**config.mk**
```make
export PLATFORM = sky130hd
export DESIGN_NAME = rpc_classify
export DESIGN_NICKNAME = d
export VERILOG_FILES = /design/src/hw/rtl/rpc_pkg.sv /design/src/hw/rtl/rpc_classify.sv
export SDC_FILE = /design/constraint.sdc
export NUM_CORES = 1
export LEC_CHECK = 0
export ABC_AREA = 1
export BUFFER_PORTS_ARGS = -buffer_cell sky130_fd_sc_hd__buf_2
export CAP_MARGIN = 20
export CORE_AREA = 2 2 151 153
export DETAILED_ROUTE_END_ITERATION = 6
export DIE_AREA = 0 0 153 155
export GPL_ROUTABILITY_DRIVEN = 1
export PLACE_DENSITY = 0.78
export SLEW_MARGIN = 0
export SYNTH_ARGS = -nofsm -noshare
export SYNTH_HDL_FRONTEND = slang
export SYNTH_SLANG_ARGS = --single-unit
```
**constraint.sdc**
```tcl
create_clock -name vclk -period 10.4
set_input_delay 2.08 -clock vclk [all_inputs]
set_output_delay 2.08 -clock vclk [all_outputs]
set_load 0.005 [all_outputs]
```
**src/hw/rtl/rpc_pkg.sv**
```systemverilog
// Reading plausibility checker package: codes, register indexes, payload structs.
// No dependencies.
`default_nettype none
package rpc_pkg;

    localparam int unsigned PERCENT_SCALE = 100;
    localparam int unsigned KIND_COUNT    = 5;
    localparam int unsigned KIND_W        = $clog2(KIND_COUNT);
    localparam int unsigned VALUE_W       = 16;
    localparam int unsigned TREND_W       = 7;
    localparam int unsigned RETRY_W       = 8;
    localparam int unsigned PROD_W        = 24;
    localparam int unsigned CFG_DATA_W    = 16;

    localparam logic [VALUE_W-1:0] CEILING_RST = 16'hFFFF;
    localparam logic [TREND_W-1:0] TREND_RST   = 7'd10;
    localparam logic [RETRY_W-1:0] RETRY_RST   = 8'd3;

    typedef enum logic [2:0] {
        CODE_OK         = 3'd0,
        CODE_ZERO       = 3'd1,
        CODE_REPEAT     = 3'd2,
        CODE_CEILING    = 3'd3,
        CODE_TREND_HIGH = 3'd4,
        CODE_TREND_LOW  = 3'd5
    } t_code;

    typedef enum logic [1:0] {
        CFG_CEILING = 2'd0,
        CFG_TREND   = 2'd1,
        CFG_RETRY   = 2'd2
    } t_cfg_idx;

    typedef struct packed {
        logic [VALUE_W-1:0] previous_value;
        logic [VALUE_W-1:0] current_value;
        logic               history_present;
    } t_rpc_in;

    typedef struct packed {
        logic [2:0]         warning_code;
        logic               warned;
        logic [RETRY_W-1:0] retry_budget;
        logic [VALUE_W-1:0] kind_count;
    } t_rpc_out;

endpackage
`default_nettype wire

```
**src/hw/rtl/rpc_classify.sv**
```systemverilog
// Reading classifier: zero, repeat, ceiling and trend band tests in priority order.
// Depends on rpc_pkg.
`default_nettype none
module rpc_classify (
    input  wire rpc_pkg::t_rpc_in                 i_item,
    input  wire logic [rpc_pkg::VALUE_W-1:0]      i_ceiling,
    input  wire logic [rpc_pkg::TREND_W-1:0]      i_trend,
    output rpc_pkg::t_code                        o_code
);
    import rpc_pkg::*;

    logic [TREND_W-1:0] trend_clamped;
    logic [7:0]         fac_hi;
    logic [7:0]         fac_lo;
    logic [PROD_W-1:0]  band_hi;
    logic [PROD_W-1:0]  band_lo;
    logic [PROD_W-1:0]  curr_scaled;
    logic               prev_nz;
    logic               hist;

    assign trend_clamped = (i_trend > TREND_W'(PERCENT_SCALE)) ? TREND_W'(PERCENT_SCALE)
                                                               : i_trend;
    assign fac_hi      = 8'(PERCENT_SCALE) + {1'b0, trend_clamped};
    assign fac_lo      = 8'(PERCENT_SCALE) - {1'b0, trend_clamped};
    assign band_hi     = PROD_W'(i_item.previous_value) * PROD_W'(fac_hi);
    assign band_lo     = PROD_W'(i_item.previous_value) * PROD_W'(fac_lo);
    assign curr_scaled = PROD_W'(i_item.current_value) * PROD_W'(PERCENT_SCALE);
    assign prev_nz     = (i_item.previous_value != '0);
    assign hist        = i_item.history_present;

    // floor(a/100) < c  <=>  a < 100c ; c < floor(a/100)  <=>  100c + 100 <= a
    always_comb begin
        priority if (hist && prev_nz && i_item.current_value == '0) begin
            o_code = CODE_ZERO;
        end else if (hist && prev_nz && i_item.current_value == i_item.previous_value) begin
            o_code = CODE_REPEAT;
        end else if (i_item.current_value > i_ceiling) begin
            o_code = CODE_CEILING;
        end else if (hist && band_hi < curr_scaled) begin
            o_code = CODE_TREND_HIGH;
        end else if (hist && (curr_scaled + PROD_W'(PERCENT_SCALE)) <= band_lo) begin
            o_code = CODE_TREND_LOW;
        end else begin
            o_code = CODE_OK;
        end
    end

endmodule
`default_nettype wire

```
Yosys cells after proc, flatten, opt, wreduce, memory -nomap -nowiden:

Cells that the tools add are included.

* multiply operators: 3
* $add $sub $neg: 3
* magnitude comparators: 4
* muxes and demuxes: 6
* equal/unequal tests: 1
* reduce and logical (&&, ||, !) cells: 7

Operators with widths (count)
* $mul A16 B8 Y24: 2
* $add A23 B7 Y24 const B: 1
* $le A24 B24 Y1: 1
* $lt A24 B23 Y1: 1
* $mul A16 B5 Y21 const B: 1
* $eq A16 B16 Y1: 1
* $gt A16 B16 Y1: 1
* $logic_not A16 Y1: 1
* $reduce_bool A16 Y1: 1
* $mux W3: 5
* $add A7 B7 Y8 const A: 1
* $sub A7 B7 Y8 const A: 1
* $gt A7 B7 Y1 const B: 1
* $mux W7: 1
* $logic_and A1 B1 Y1: 5

* output and inout port bits: 3
* bits in registers: 0
* bits of input ports: 56
* word-level logic and storage cells: 24

Longest topological paths before layout:

Gate-level depths: netlist (run 1).

* depth after elaboration: 11
* mapped depth: 44
* depth with buffers taken out: 43

Worst setup path before layout (run 1):

OpenSTA, ideal clock, no wires.

* path type: input port to output port
* start point: input port i_trend[0] (netlist bit)
* end point: output port o_code[0]
* data required time: 8.320 ns
* setup slack: -0.446 ns
* stages on the path: 39
* arrival time: 8.766 ns
* buffers on the path: 2
* cells stage by stage: o21ai_1 nand2_1 nor2_1 nor2_2 nor2_2 inv_1 buf_1 ha_1 a21oi_1 or2_2 nand3_1 nand2_1 clkbuf_1 nor2_1 fa_1 fa_1 fa_1 inv_1 (+3 left out) a21o_1 o21ai_0 o211ai_1 a31oi_1 o21ai_0 nand2_1 nand2_1 xor2_1 ha_1 a21oi_1 o21a_1 o221ai_1 a21o_1 a21oi_1 nand2_1 nand2_1 nand2_1 nand2_1

* longest elaborated chain between the ends: 11
* elaborated cells between the ends (all ways): 15
* classes of those cells: add/sub: 2; mul: 2; order compare: 3; mux: 6; reduce/logical: 2

Ends and longest elaborated chain
* from (decl): RTL line rpc_classify.sv:7 `input wire logic [rpc_pkg::TREND_W-1:0] i_trend,`
* $gt A7 B7 Y1: RTL line rpc_classify.sv:21 `assign trend_clamped = (i_trend > TREND_W'(PERCENT_SCALE)) ? TREND_W'(PERCENT_SCALE)`
* $mux W7 (*): RTL line rpc_classify.sv:21
* $sub A7 B7 Y8: RTL line rpc_classify.sv:24 `assign fac_lo = 8'(PERCENT_SCALE) - {1'b0, trend_clamped};`
* $mul A16 B8 Y24: RTL line rpc_classify.sv:26 `assign band_lo = PROD_W'(i_item.previous_value) * PROD_W'(fac_lo);`
* $le A24 B24 Y1: RTL line rpc_classify.sv:41 `end else if (hist && (curr_scaled + PROD_W'(PERCENT_SCALE)) <= band_lo) begin`
* $logic_and A1 B1 Y1: RTL line rpc_classify.sv:41
* $mux W3: RTL line rpc_classify.sv:41
* $mux W3 (*): RTL line rpc_classify.sv:39 `end else if (hist && band_hi < curr_scaled) begin`
* $mux W3 (*): RTL line rpc_classify.sv:37 `end else if (i_item.current_value > i_ceiling) begin`
* $mux W3 (*): RTL line rpc_classify.sv:35 `end else if (hist && prev_nz && i_item.current_value == i_item.previous_value) begin`
* $mux W3 (*): RTL line rpc_classify.sv:33 `priority if (hist && prev_nz && i_item.current_value == '0) begin`
* to (decl): RTL line rpc_classify.sv:8 `output rpc_pkg::t_code o_code`

Every way passes the cells marked *; elsewhere a longest branch is shown, timed or not.

Worst setup path in the final report (run 1):

* start point: input port i_trend[1] (netlist bit)
* end point: output port o_code[2]

Same word-level chain as after synthesis.

==> metrics list, run 1 <==
* Total power after layout: 5.636 mW
- Timing would allow up to 0.09134 GHz.
- Maximum cell stage delay along the critical path: 0.56 ns
* Die boundary height: 155 µm
- Number of warnings printed during yosys synthesis: 0
- Transition at the pin with the smallest max-transition slack: 0.6965 ns
* Number of core rows: 55
- Largest net degree at the start of global routing: 17
- After detailed routing, the average wire length per cell comes to 17.57 µm.
* Initial Utilization: 0.5356
* Violations in the final reports: negative setup slack
* Number of ports placed on the die boundary: 59
* Count of endpoints failing hold in the final timing report: 0
* Most frequent standard cell in the layout excluding fill and tap cells: inv_1
* WHS Endpoint: o_code[1]
- The cell area that synthesis handed to floorplanning was 11910 µm².
* Peak supply drop: 0.2231 mV
- Reported max-cap violation count: 0
- The finished cells cover 14850 µm².
- The worst hold path belongs to the class in -> out.
* Critical path startpoint category: input pin
* Drt drc: 0
* Largest driver fanout on the critical path: 10
- Max-slew violation count: 0
- Of the cells placed in the final design, the portion with a size suffix greater than 1 is 0.2234.
- Headroom to the max-slew limit: 0.5314
- Summed over all layers, the global routing overflow is 0.
* Antenna cell count: 0
* Final nets: 2344
* Routed via count: 11820
* Vias per Instance: 5.414
- Mean cell area of the mapped netlist: 7.193 µm²
* Arrival time of the worst setup path: 8.87 ns
- Area of the core region: 22230 µm²
* Cell at the slowest stage of the critical path: fa_1
- The startpoint identified for the worst hold timing path is i_item[0].
- Measured along the x axis, the die boundary spans 153 µm.
- Synthesis produced a netlist whose cell count is 1655.
- The number of antenna violations at the first check in global routing came to 0.
- Synth-to-Final Area Change: 24.75%
- The netlist uses 50 different library cells.
- At the worst endpoint, the required time is 8.32 ns.
- Detailed placement finished with a half-perimeter wire length of 31900 µm.
* Global-route wire length before repair: 61630 µm
- Input and output buffers added on the ports amount to 59.
- Critical Path Sink Type: primary output
- In the final layout, flip-flops and latches occupy 0 µm².
- After layout, the worst setup slack is -0.5482 ns.
- Summed over all cells, the static leakage comes to 8.338 nW.
- Clk_buf instances: 0
- Number of global-route vias before repair: 12310
- For this block, the routed nets add up to 38350 µm of wire.
- In the global route stage, overall resource usage came out at 0.3240.
- Counting instances, the worst hold path has a depth of 5.
- Routability-driven placement finished with a final weighted congestion of 1.032.
- The detail route stage leaves a number of antenna-violating nets equal to 0.
- The flow ran to the end, but the final reports show violations.
- Setup repair after global routing missed its margin: yes
- Number of failing setup endpoints in the final timing report: 2
- After detailed placement, the total cell area comes to 13840 µm².
* Register area share after synthesis: 0
- Count of filler cells inserted in the layout: 1816
- Count of TritonRoute iterations in the first routing pass: 5
* Area of the die: 23720 µm²
- Final worst path period share: 1.053
- FF+latch count: 0
- Crit Path Class: in -> out
- Most frequent cells in the layout: inv_1, nand2_1, buf_4, ha_1, fa_1
- In this run the power density over the cells is 379.5 nW/µm².
* First DRT Iteration DRCs: 850
- Final critical delay including setup and external delays: 10.95 ns
layer usage:
layer	global-route usage	part of all wire
met1	0.4047	0.39
met2	0.5556	0.48
met3	0.04401	0.072
met4	0.1583	0.063
met5	0	0
synthesized netlist by cell type, types with 13 or more instances:
| cell type | count | area (µm²) |
|---|---|---|
| o21ai_0 | 33 | 165.2 |
| nor2_1 | 164 | 615.6 |
| xor2_1 | 37 | 324.1 |
| a21oi_1 | 81 | 405.4 |
| fa_1 | 179 | 3583 |
| nand2_1 | 311 | 1167 |
| nand3_1 | 35 | 175.2 |
| nor3_1 | 13 | 65.06 |
| clkbuf_1 | 25 | 93.84 |
| nand4_1 | 21 | 131.4 |
| ha_1 | 209 | 2615 |
| xnor2_1 | 32 | 280.3 |
| inv_1 | 415 | 1558 |
power breakdown:
part | leakage [nW] | internal, mW | switching, mW | total (mW)
logic | 8.34 | 2.62 | 3.01 | 5.64
clock network | 0 | 0 | 0 | 0
registers | 0 | 0 | 0 | 0
worst max-delay path: cells and delay by family:
kind                     cells  cell delay, ns
AO/OA/AOI/OAI               11            1.52
AND/OR/NAND/NOR             13            1.44
buffers and inverters        9            1.01
adder cells (fa/ha/maj)      7            2.68
XOR/XNOR                     1            0.12
layout make-up:
type / instances / area, µm² / share of cell area
inverter: 425 / 1605 / 0.1081
tap: 285 / 356.6 / 0.02401
multi-input combinational: 1214 / 11020 / 0.7418
timing repair buffer: 259 / 1873 / 0.1261
through the flow:
stage,setup slack [ns],utilization,hold WS (ns),setup TNS [ns],instances
global placement,-0.6626,0.6225,4.748,-1.314,2150
floorplan,0.001661,-,4.410,0,1669
finish,-0.5482,0.6682,4.767,-1.042,2183
detailed placement,-0.8205,0.6225,4.743,-1.640,2150
CTS,-0.2601,0.6541,4.743,-0.4758,2170
global route,-0.8426,0.6682,4.801,-1.662,2183
cell families after synthesis:
kind of cell,count (synthesis),synth area share
AND/OR/NAND/NOR,580,0.2041
other,2,0.0006308
buffers and inverters,455,0.1439
AO/OA/AOI/OAI,158,0.07494
adder cells (fa/ha/maj),388,0.5207
XOR/XNOR,72,0.05581
worst max path at each step:
stage                     from   endpoint  slack, ns
detailed placement  i_trend[0]  o_code[0]      -0.82
global route        i_trend[1]  o_code[2]      -0.84
floorplan           i_trend[0]  o_code[0]      0.002
finish              i_trend[1]  o_code[2]      -0.55
CTS                 i_trend[1]  o_code[0]      -0.26
global placement    i_trend[0]  o_code[2]      -0.66
what timing repair did:
| item | CTS | global route |
|---|---|---|
| pin swaps | 90 | 36 |
| resized for setup | 136 | 43 |
| hold buffers | 0 | 0 |
| setup buffers | 21 | 14 |
| endpoints found under the setup margin | 2 | 2 |
No activity file was read; power rests on OpenSTA's default activity.
==> run 2, diff against run 1 <==
BUFFER_PORTS_ARGS = unset   (was -buffer_cell sky130_fd_sc_hd__buf_2)
DONT_BUFFER_PORTS = 1   (was unset)
PLACE_DENSITY = 0.7   (was 0.78)
==> metrics list, run 2 (synthesis gave the netlist of run 1 again) <==
- First DRT Iteration DRCs: 686 (-19%)
- The largest individual stage delay along the critical path comes from the cell fa_1.
* Setup repair after global routing missed its margin: yes
- Total half-perimeter wirelength after legalization and detailed placement: 29830 µm (-6.5%)
- Outcome: finished, violations left
- The highest fanout seen on the critical path was 9 (-1).
- Area of the die: 23720 µm² (unchanged)
- Grt total ovfl: 0 (unchanged)
- The net count of the finished layout came to 2240 (-4.4%).
- The overall track demand over capacity in global routing came to 0.3042 (-0.01980).
- Cell repeated most along the worst path: buf_4
* Power density over cell area: 359.5 nW/µm² (-5.3%)
* Count of TritonRoute iterations in the first routing pass: 5 (unchanged)
- Most frequent cells in the layout: inv_1, nand2_1, ha_1, fa_1, buf_4
- The number of port buffers is 0 (-100%).
- The via count was 11090 (-6.1%).
- The starting utilization of the core area came to 0.5356 (unchanged).
* Crit Path Class: in -> out
- Routed wire length: 35540 µm (-7.3%)
* Violations in the final reports: negative setup slack
* Final routed wire length divided by cell count: 17.10 µm (-2.7%)
* Antenna cell count: 0 (unchanged)
* FF+latch count: 0 (unchanged)
* Critical path startpoint category: input pin
- The worst endpoint required time is 8.32 ns (about the same).
- From synthesis to final layout, the design area changed by 18.41%.
* Final design utilization: 0.6342 (-0.03394)
* Pleak: 7.829 nW (-6.1%)
* Area of the core region: 22230 µm² (unchanged)
- The x dimension of the die is 153 µm (unchanged).
- The ratio of routed vias to standard cells was 5.336 (-1.4%).
* Number of antenna violations at the first check in global routing: 0 (unchanged)
* Largest net degree at the start of global routing: 17 (unchanged)
- Launch point of the worst path: i_trend[1]
* Maximum operating frequency: 0.09420 GHz (+3.1%)
* Maximum cell stage delay along the critical path: 0.57 ns (about the same)
* Worst min-delay path category: in -> out
- The worst max-slew margin expressed relative to the limit is 0.5264 (-0.004996).
* Sequential Area: 0 µm² (unchanged)
- The count of final max-slew check failures was 0 (unchanged).
* Final antenna-violating net count: 0 (unchanged)
- The period utilization came to 1.021 (-0.03202).
- Arrival time of the worst setup path: 8.54 ns (-0.33 ns)
- The final non-filler cell total came to 2079 (-4.8%).
- Clk_buf instances: 0 (unchanged)
* Die boundary height: 155 µm (unchanged)
- Number of core rows: 55 (unchanged)
- The pin slew with the least headroom to its limit came to 0.7053 ns (+0.008848 ns).
- The layout cell share with drive strength beyond 1 was 0.1695 (-0.05394).
- The top-level port count came to 59 (unchanged).
- The shortest period the worst path allows came to 10.62 ns (-0.3330 ns).
* Number of failing setup endpoints in the final timing report: 2 (unchanged)
- The max-capacitance violation count came to 0 (unchanged).
- Placer congestion estimate: 0.9202 (-11%)
- Hold Startpoint: i_item[20]
* Number of global-route vias before repair: 11220 (-8.8%)
- Worst setup slack after layout: -0.2152 ns (+0.3330 ns)
* Total placed cells including tap cells: 2054 (-4.5%)
* Critical Path Sink Type: primary output
* Count of endpoints failing hold in the final timing report: 0 (unchanged)
* Most frequent standard cell in the layout excluding fill and tap cells: inv_1
- The first-pass GRT wire length was 57750 µm (-6.3%).
- The peak supply drop was 0.2145 mV (-3.9%).
* Drt drc: 0 (unchanged)
[run 2: cell type report]
class                           instances  area (µm²)
Fill cell                            1945        8130
Inverter                              425        1605
Multi-Input combinational cell       1215       10950
Tap cell                              285       356.6
Timing Repair Buffer                  154        1189
[run 2: where the power goes]
group	switching, mW	leakage, nW	internal [mW]
sequential	0	0	0
clock	0	0	0
combinational	2.73	7.83	2.34
[run 2: routing by layer]
layer	track usage	routed length [µm]	vias up
li1	-	-	5307
met1	0.4077	15050	5327
met2	0.5161	16670	376
met3	0.03677	2341	84
met4	0.09832	1487	0
met5	0	0	-
[run 2: worst paths after layout]
check | endpoint | slack [ns] | depth (start not counted)
worst max-delay path | o_code[0] | -0.22 | 38
worst min-delay path | o_code[0] | 4.54 | 5
[run 2: worst max-delay path, delay by kind of cell]
| family | cells | cell delay [ns] |
|---|---|---|
| compound gates | 6 | 0.85 |
| buf+inv | 8 | 1.01 |
| fa+ha+maj | 7 | 2.65 |
| simple gates | 16 | 1.80 |
| xor+xnor | 1 | 0.12 |
[run 2: stage by stage]
stage	hold WS, ns	total power, mW	cell area [µm²]	setup TNS (ns)	worst slack (ns)
2_1_floorplan	4.410	2.943	12040	0	0.001661
3_3_place_gp	4.538	4.408	13260	-0.5437	-0.2895
3_5_place_dp	4.529	4.489	13260	-0.8994	-0.4716
4_1_cts	4.530	4.879	13920	-0.04902	-0.04398
5_1_grt	4.587	5.674	14100	-1.038	-0.5403
6_report	4.544	5.068	14100	-0.3972	-0.2152
[run 2: what timing repair did]
action	CTS	global route
setup buffers	21	4
gates resized for setup	108	32
cloned	1	0
pin swaps	87	52
setup endpoints to repair	2	2
hold buffers	0	0
==> run 3, diff against run 2 <==
PLACE_DENSITY = 0.82   (was 0.7)
TNS_END_PERCENT = 20   (was unset)
==> metrics list, run 3 (synthesis gave the netlist of run 1 again) <==
* Outcome: finished, violations left
- The checks that failed: negative setup slack.
- The total instance count after detailed placement was 2070 (+0.78%).
- The timing-limited maximum frequency came to 0.09432 GHz (+0.12%).
- The path class of the tightest hold or removal check is in -> out.
* Setup slack at placement: -0.6135 ns (-0.1418 ns)
- Synth-to-Final Area Change: 18.11%
- Antenna cell count: 0 (unchanged)
- Number of failing setup endpoints in the final timing report: 2 (unchanged)
- The worst setup path is launched from an input pin.
- Most frequent standard cell in the layout excluding fill and tap cells: inv_1
- Cell at the slowest stage of the critical path: fa_1
- Largest net degree at the start of global routing: 17 (unchanged)
* Die width: 153 µm (unchanged)
- Cell family contributing the most delay on the critical path: adder cells
- Total half-perimeter wirelength after legalization and detailed placement: 30010 µm (+0.60%)
- The top-level port count is 59 (unchanged).
- First DRT Iteration DRCs: 846 (+23%)
* Routed via count: 11400 (+2.8%)
* Total of buffers placed on input and output ports: 0 (unchanged)
* Initial Utilization: 0.5356 (unchanged)
- Number of global-route vias before repair: 11910 (+6.1%)
* Drt drc: 0 (unchanged)
- Count of endpoints failing hold in the final timing report: 0 (unchanged)
* Final nets: 2248 (+0.36%)
* Peak supply drop: 0.2244 mV (+4.6%)
- Setup repair after global routing missed its margin: yes
- The worst max-slew margin expressed relative to the limit was 0.5870 (+0.06057).
- Leaving out fill and tap cells, the most frequent cells in the layout are inv_1, nand2_1, ha_1, fa_1, buf_4.
- The power share of the clock group is 0 (unchanged).
- Reported net switching power: 2.814 mW (+3.2%)
- Vias per Instance: 5.463 (+2.4%)
- Worst setup slack after layout: -0.2021 ns (+0.01315 ns)
* Area of the die: 23720 µm² (unchanged)
* Sequential Area: 0 µm² (unchanged)
- The period utilization came to 1.019 (-0.001265).
- The number of sequential storage elements came to 0 (unchanged).
- Pleak: 7.862 nW (+0.43%)
- Transition at the pin with the smallest max-transition slack: 0.6157 ns (-0.08959 ns)
- Largest driver fanout on the critical path: 5 (-4)
- The delay of the slowest critical-path stage came to 0.54 ns (-0.03 ns).
* Crit Path Class: in -> out
- The shortest period the worst path allows is 10.60 ns (-0.01315 ns).
- Count of filler cells inserted in the layout: 1789 (-8.0%)
- Number of antenna violations at the first check in global routing: 0 (unchanged)
* Area of the core region: 22230 µm² (unchanged)
- The number of detailed-route iterations in the first pass was 5 (unchanged).
- The overall track demand over capacity in global routing came to 0.3063 (+0.002094).
- Post-Layout Cell Count: 2087 (+0.38%)
- The critical path data arrival time is 8.52 ns (-0.02 ns).
- Routed wire length: 35820 µm (+0.80%)
- Max-slew violation count: 0 (unchanged)
* Combined area of the multi-input logic cells: 10840 µm² (-0.94%)
- Sequential power share: 0 (unchanged)
- Clk_buf instances: 0 (unchanged)
* Total power after layout: 5.245 mW (+3.5%)
- The max-capacitance violation count came to 0 (unchanged).
- The number of cells on the worst hold path was 5 (unchanged).
* Buffers & Inverters on Critical Path: 5 (-3)
- The height of the die is 155 µm (unchanged).
* Grt total ovfl: 0 (unchanged)
- Power Internal: 2.431 mW (+3.8%)
- The layout cell share with drive strength beyond 1 came to 0.1715 (+0.002022).
* Final routed wire length divided by cell count: 17.17 µm (+0.41%)
- The final standard cell area without fillers came to 14060 µm² (-0.26%).
- The total stage count of the critical path is 39 (+2.6%).
- Critical Path Sink Type: primary output
- Combinational fraction of design power: 1.000 (about the same)
* Number of core rows: 55 (unchanged)
- The worst endpoint required time is 8.32 ns (about the same).
* Cell repeated most along the worst path: nand2_1
- The placer congestion estimate came to 0.9636 (+4.7%).
- The core occupancy in the finished layout came to 0.6326 (-0.001633).
- The switching fraction of total power is 0.5365 (-0.001318).
- The cell area power density came to 373.0 nW/µm² (+3.8%).
* Placement Cell Area: 13360 µm² (+0.72%)
- The first-pass GRT wire length is 59090 µm (+2.3%).
- The final antenna-violating net count came to 0 (unchanged).
[run 3: changes by cell type in the layout (fill, tap and decap cells not counted), moves of 3 or more]
cell     change
a21oi_2      +3
ha_4         -4
buf_4        +8
nor4_2       -3
inv_2        +3
nor2_2       +3
nor2_4       -4
a21oi_1      -4
[run 3: worst paths after layout]
| check | from | to | slack [ns] |
|---|---|---|---|
| hold / removal | i_item[23] | o_code[0] | 4.54 |
| setup / recovery | i_trend[0] | o_code[0] | -0.20 |
[run 3: what timing repair did]
item / in CTS / in global routing
buffers inserted: 18 / 0
hold buffers: 0 / 0
resized for setup: 115 / 20
pin swaps: 81 / 18
setup endpoints to repair: 2 / 2
[run 3: per-stage QoR]
stage | hold slack, ns | setup TNS [ns]
2_1_floorplan | 4.410 | 0
5_1_grt | 4.565 | -1.127
6_report | 4.539 | -0.3627
4_1_cts | 4.533 | -0.03438
3_5_place_dp | 4.532 | -1.170
3_3_place_gp | 4.531 | -0.9750
[run 3: cell type report]
| type | instances | share of cell area |
|---|---|---|
| Multi-Input combinational cell | 1214 | 0.7712 |
| Timing Repair Buffer | 163 | 0.08952 |
| Inverter | 425 | 0.1139 |
| Tap cell | 285 | 0.02536 |
[run 3: power by group through the flow]
stage / combinational (mW) / clock, mW / sequential [mW]
floorplan: 2.94 / 0 / 0
global placement: 4.45 / 0 / 0
detailed placement: 4.60 / 0 / 0
CTS: 5.07 / 0 / 0
global route: 5.79 / 0 / 0
finish: 5.25 / 0 / 0
[run 3: per-layer routing]
metal | part of all wire | routed length, µm | global-route usage | vias to the layer above
li1 | - | - | - | 5316
met1 | 0.39 | 13880 | 0.3850 | 5466
met2 | 0.48 | 17320 | 0.5349 | 489
met3 | 0.079 | 2824 | 0.03900 | 131
met4 | 0.050 | 1804 | 0.1274 | 0
met5 | 0 | 0 | 0 | -
[run 3: worst min-delay path, delay by kind of cell]
kind             cells  cell delay [ns]
AND/OR/NAND/NOR      5             0.37
